<file path="config.mk">
export PLATFORM = sky130hd
export DESIGN_NAME = sdbc_ram
export DESIGN_NICKNAME = d
export VERILOG_FILES = /design/src/sample_dma_buffer_cache_unit_defines.svh /design/src/sdbc_ram.sv
export SDC_FILE = /design/constraint.sdc
export NUM_CORES = 1
export LEC_CHECK = 0
export ABC_AREA = 1
export ABC_CLOCK_PERIOD_IN_PS = 2500
export BUFFER_PORTS_ARGS = -buffer_cell sky130_fd_sc_hd__buf_2
export CORE_ASPECT_RATIO = 0.6
export CORE_MARGIN = 2
export CORE_UTILIZATION = 35
export CTS_CLUSTER_SIZE = 30
export DETAILED_ROUTE_END_ITERATION = 10
export GPL_ROUTABILITY_DRIVEN = 0
export GPL_TIMING_DRIVEN = 0
export PLACE_DENSITY = 0.62
export SYNTH_ARGS = -nofsm -noshare
export SYNTH_HDL_FRONTEND = slang
export SYNTH_SLANG_ARGS = --single-unit
export TNS_END_PERCENT = 5
</file>
<file path="constraint.sdc">
create_clock -name clk -period 2.5 [get_ports clk]
set_input_delay 0.5 -clock clk [delete_from_list [all_inputs] [get_ports clk]]
set_output_delay 0.5 -clock clk [all_outputs]
set_load 0.01 [all_outputs]
</file>
<file path="src/sample_dma_buffer_cache_unit_defines.svh">
// Assertion macros used by the sample buffer cache RTL
`ifndef SAMPLE_DMA_BUFFER_CACHE_UNIT_DEFINES_SVH
`define SAMPLE_DMA_BUFFER_CACHE_UNIT_DEFINES_SVH
`ifndef NO_ASSERTIONS
`define SDBC_ASSERT_IMPL(lbl, ante, cons) \
	lbl: assert property (@(posedge clk) disable iff (!arst_n) (ante) |-> (cons)) \
		else $error("sdbc assertion failed");
`define SDBC_ASSERT_NEXT(lbl, ante, cons) \
	lbl: assert property (@(posedge clk) disable iff (!arst_n) (ante) |=> (cons)) \
		else $error("sdbc assertion failed");
`else
`define SDBC_ASSERT_IMPL(lbl, ante, cons)
`define SDBC_ASSERT_NEXT(lbl, ante, cons)
`endif
`endif

</file>
<file path="src/sdbc_ram.sv">
// Generic single-write, single-read synchronous RAM with registered read
module sdbc_ram #(
	parameter int WIDTH = 8,
	parameter int DEPTH = 16
) (
	input  logic                     clk,
	input  logic                     we,
	input  logic [$clog2(DEPTH)-1:0] waddr,
	input  logic [WIDTH-1:0]         wdata,
	input  logic [$clog2(DEPTH)-1:0] raddr,
	output logic [WIDTH-1:0]         rdata
);
	logic [WIDTH-1:0] mem [DEPTH];

	always_ff @(posedge clk) begin
		if (we) begin
			mem[waddr] <= wdata;
		end
		rdata <= mem[raddr];
	end
endmodule

</file>
==> run summary <==
crit end category: flop
CTS root buf: clkbuf_16
Ys Warns: 0
Leakage: 2.91 nW
fin cells: 814
Placed Cells: 782
Worst Tran Pin Value: 945 ps
Post-Place Worst Slack: 504 ps
Max Root-Sink Buffers: 2
RSZ-0062 raised after global routing: no
setup violators final: 0
Clock Sinks: 136
CTS tree: yes
Worst Hold Class: primary input to flop
top-area cell type share of the netlist area: 0.667
largest net degree at the start of global routing: 17
clk_lat worst skew: 420 ps
Core Region: 16200 um^2
period utilisation layout: 0.617
Mapped Cells: 551
Crit Path Max Fanout: 8
share of layout cells above drive strength 1: 0.127
top area cells in the synthesized netlist: edfxtp_1, nand2_1, nand3_1
sequential cell area fraction in the yosys report: 0.694
die area: 17600 um^2
# DRC: 0
syn_nets: 569
I/O Pins: 26
synth-to-layout area growth: 17.0%
IO buf count: 22
routed vias: 4010
Clock transition at path regs: 60 ps
GRT Overall Usage: 0.180
status: finished, final reports clean
Tot Pwr: 5.51 mW
# rows: 36
Max Slew Vio Count: 0
ys flop type: edfxtp_1
Total Routed Length: 15.0 mm
TNS Setup: 0 ps
Initial DRT Pass Iterations: 6
initial DRC count: 622
Tmin final: 1540 ps
Worst EP required: 2540 ps
die height: 103 um
number of synthesized flops with an enable pin: 128
Hold Slack: 521 ps
post-route ant nets: 0
Worst Path Arrival: 1590 ps
P per Cell Area: 817 nW/um^2
GRT Residual Overflow: 0
CTS Hold Buffers Added: 0
Yosys reg bits: 136
Via density: 4.93
Post-Syn Area: 5770 um^2
Max Cap Viol: 0
ANT cells: 0
Resize count post-CTS: 0
Layout Nets: 610
async set-reset flop share out of synthesis: 0
first-pass GRT wire length: 22.1 mm
TritonCTS Buffers: 17
Wirelength per Cell: 18.4 um
count leader, synth: nand2_1
Die X: 170 um
Hold Vio Cnt, Final: 0
Starting Density: 0.357
worst vdd ir: 0.401 mV
startpoint types: primary input
max_slew headroom: 0.368
leading area contributor after synthesis: edfxtp_1
initial antenna violation count: 0
Layout Skew: 3.49 ps
vias in the first global route: 3629
Cell variety after synth: 12
Mean Syn Cell Area: 10.5 um^2
FMAX: 0.648 GHz
H-Tree Depth: 4
post-CTS setup buffer count: 0
Setup WS post-layout: 957 ps
DP HPWL: 10.3 mm
Synth top cells by count: nand2_1, edfxtp_1, inv_1, nand3_1, nor2_1
critical path class: primary input to flop
worst max-delay path: stages:
cell and delay [ps]:
buf_2 120, nand3b_1 250, nor2_1 710
cells by family (layout without fill, tap and decap cells):
group,count (synthesis),in the layout,share of synthesized area
flip-flops,136,136,0.694
buffers and inverters,126,180,0.0952
AND/OR/NAND/NOR,289,289,0.210
sequential cells by signal, indices dropped and copies added (netlist names):
signal and flops:
mem 128, rdata 8
where the power goes:
| part | switching (mW) | internal [mW] | total [mW] | leakage (nW) |
|---|---|---|---|---|
| logic | 0.256 | 0.0980 | 0.354 | 1.39 |
| clock network | 0.942 | 1.66 | 2.60 | 0.297 |
| registers | 0.0124 | 2.55 | 2.56 | 1.22 |
metal layers:
layer / GRT usage / part of all wire / routed length (um) / up-vias
met4: 0.0533 / 0.011 / 168 / 0
met1: 0.268 / 0.47 / 7030 / 1914
met3: 0.0521 / 0.12 / 1730 / 22
met5: 0 / 0 / 0 / -
li1: - / - / - / 1855
met2: 0.256 / 0.40 / 6050 / 219
layout make-up:
class                   count  area, um^2
plain buffers              24         166
clock buffers              18         429
clock inverters            14         181
fillers                  1508        9420
inverters                 102         383
multi-input cells         289        1210
flip-flops and latches    136        4000
well taps                 209         262
repair buffers             22         110
stage by stage:
stage | utilization | cell area, um^2
final | 0.417 | 6750
after global routing | 0.417 | 6750
after CTS | 0.417 | 6750
after detailed placement | 0.380 | 6140
after global placement | 0.380 | 6140
after floorplan | - | 5770
placed cells by master (no fill, tap or decap):
cell and count:
edfxtp_1 128, buf_6 6, buf_1 1, clkbuf_16 17, bufinv_16 4, clkbuf_1 1, dfxtp_1 8, nand3_1 97
clkinv_2 5, inv_1 100, nand3b_1 2, clkinvlp_4 2, clkinv_1 1, clkinv_4 2, buf_2 35, nor2_1 17
inv_2 2, nand2_1 173, buf_4 4
path summary, 6_finish.rpt:
path                            startpoint   endpoint  slack, ps  cells after the start
worst min register to register   mem[6][2]   rdata[2]        680                      6
worst min-delay path              raddr[3]   rdata[3]        520                      3
worst max-delay path              waddr[2]  mem[9][5]        960                      3
worst max register to register  mem[11][5]   rdata[5]       1370                      6
No activity file was read; power rests on OpenSTA's default activity.
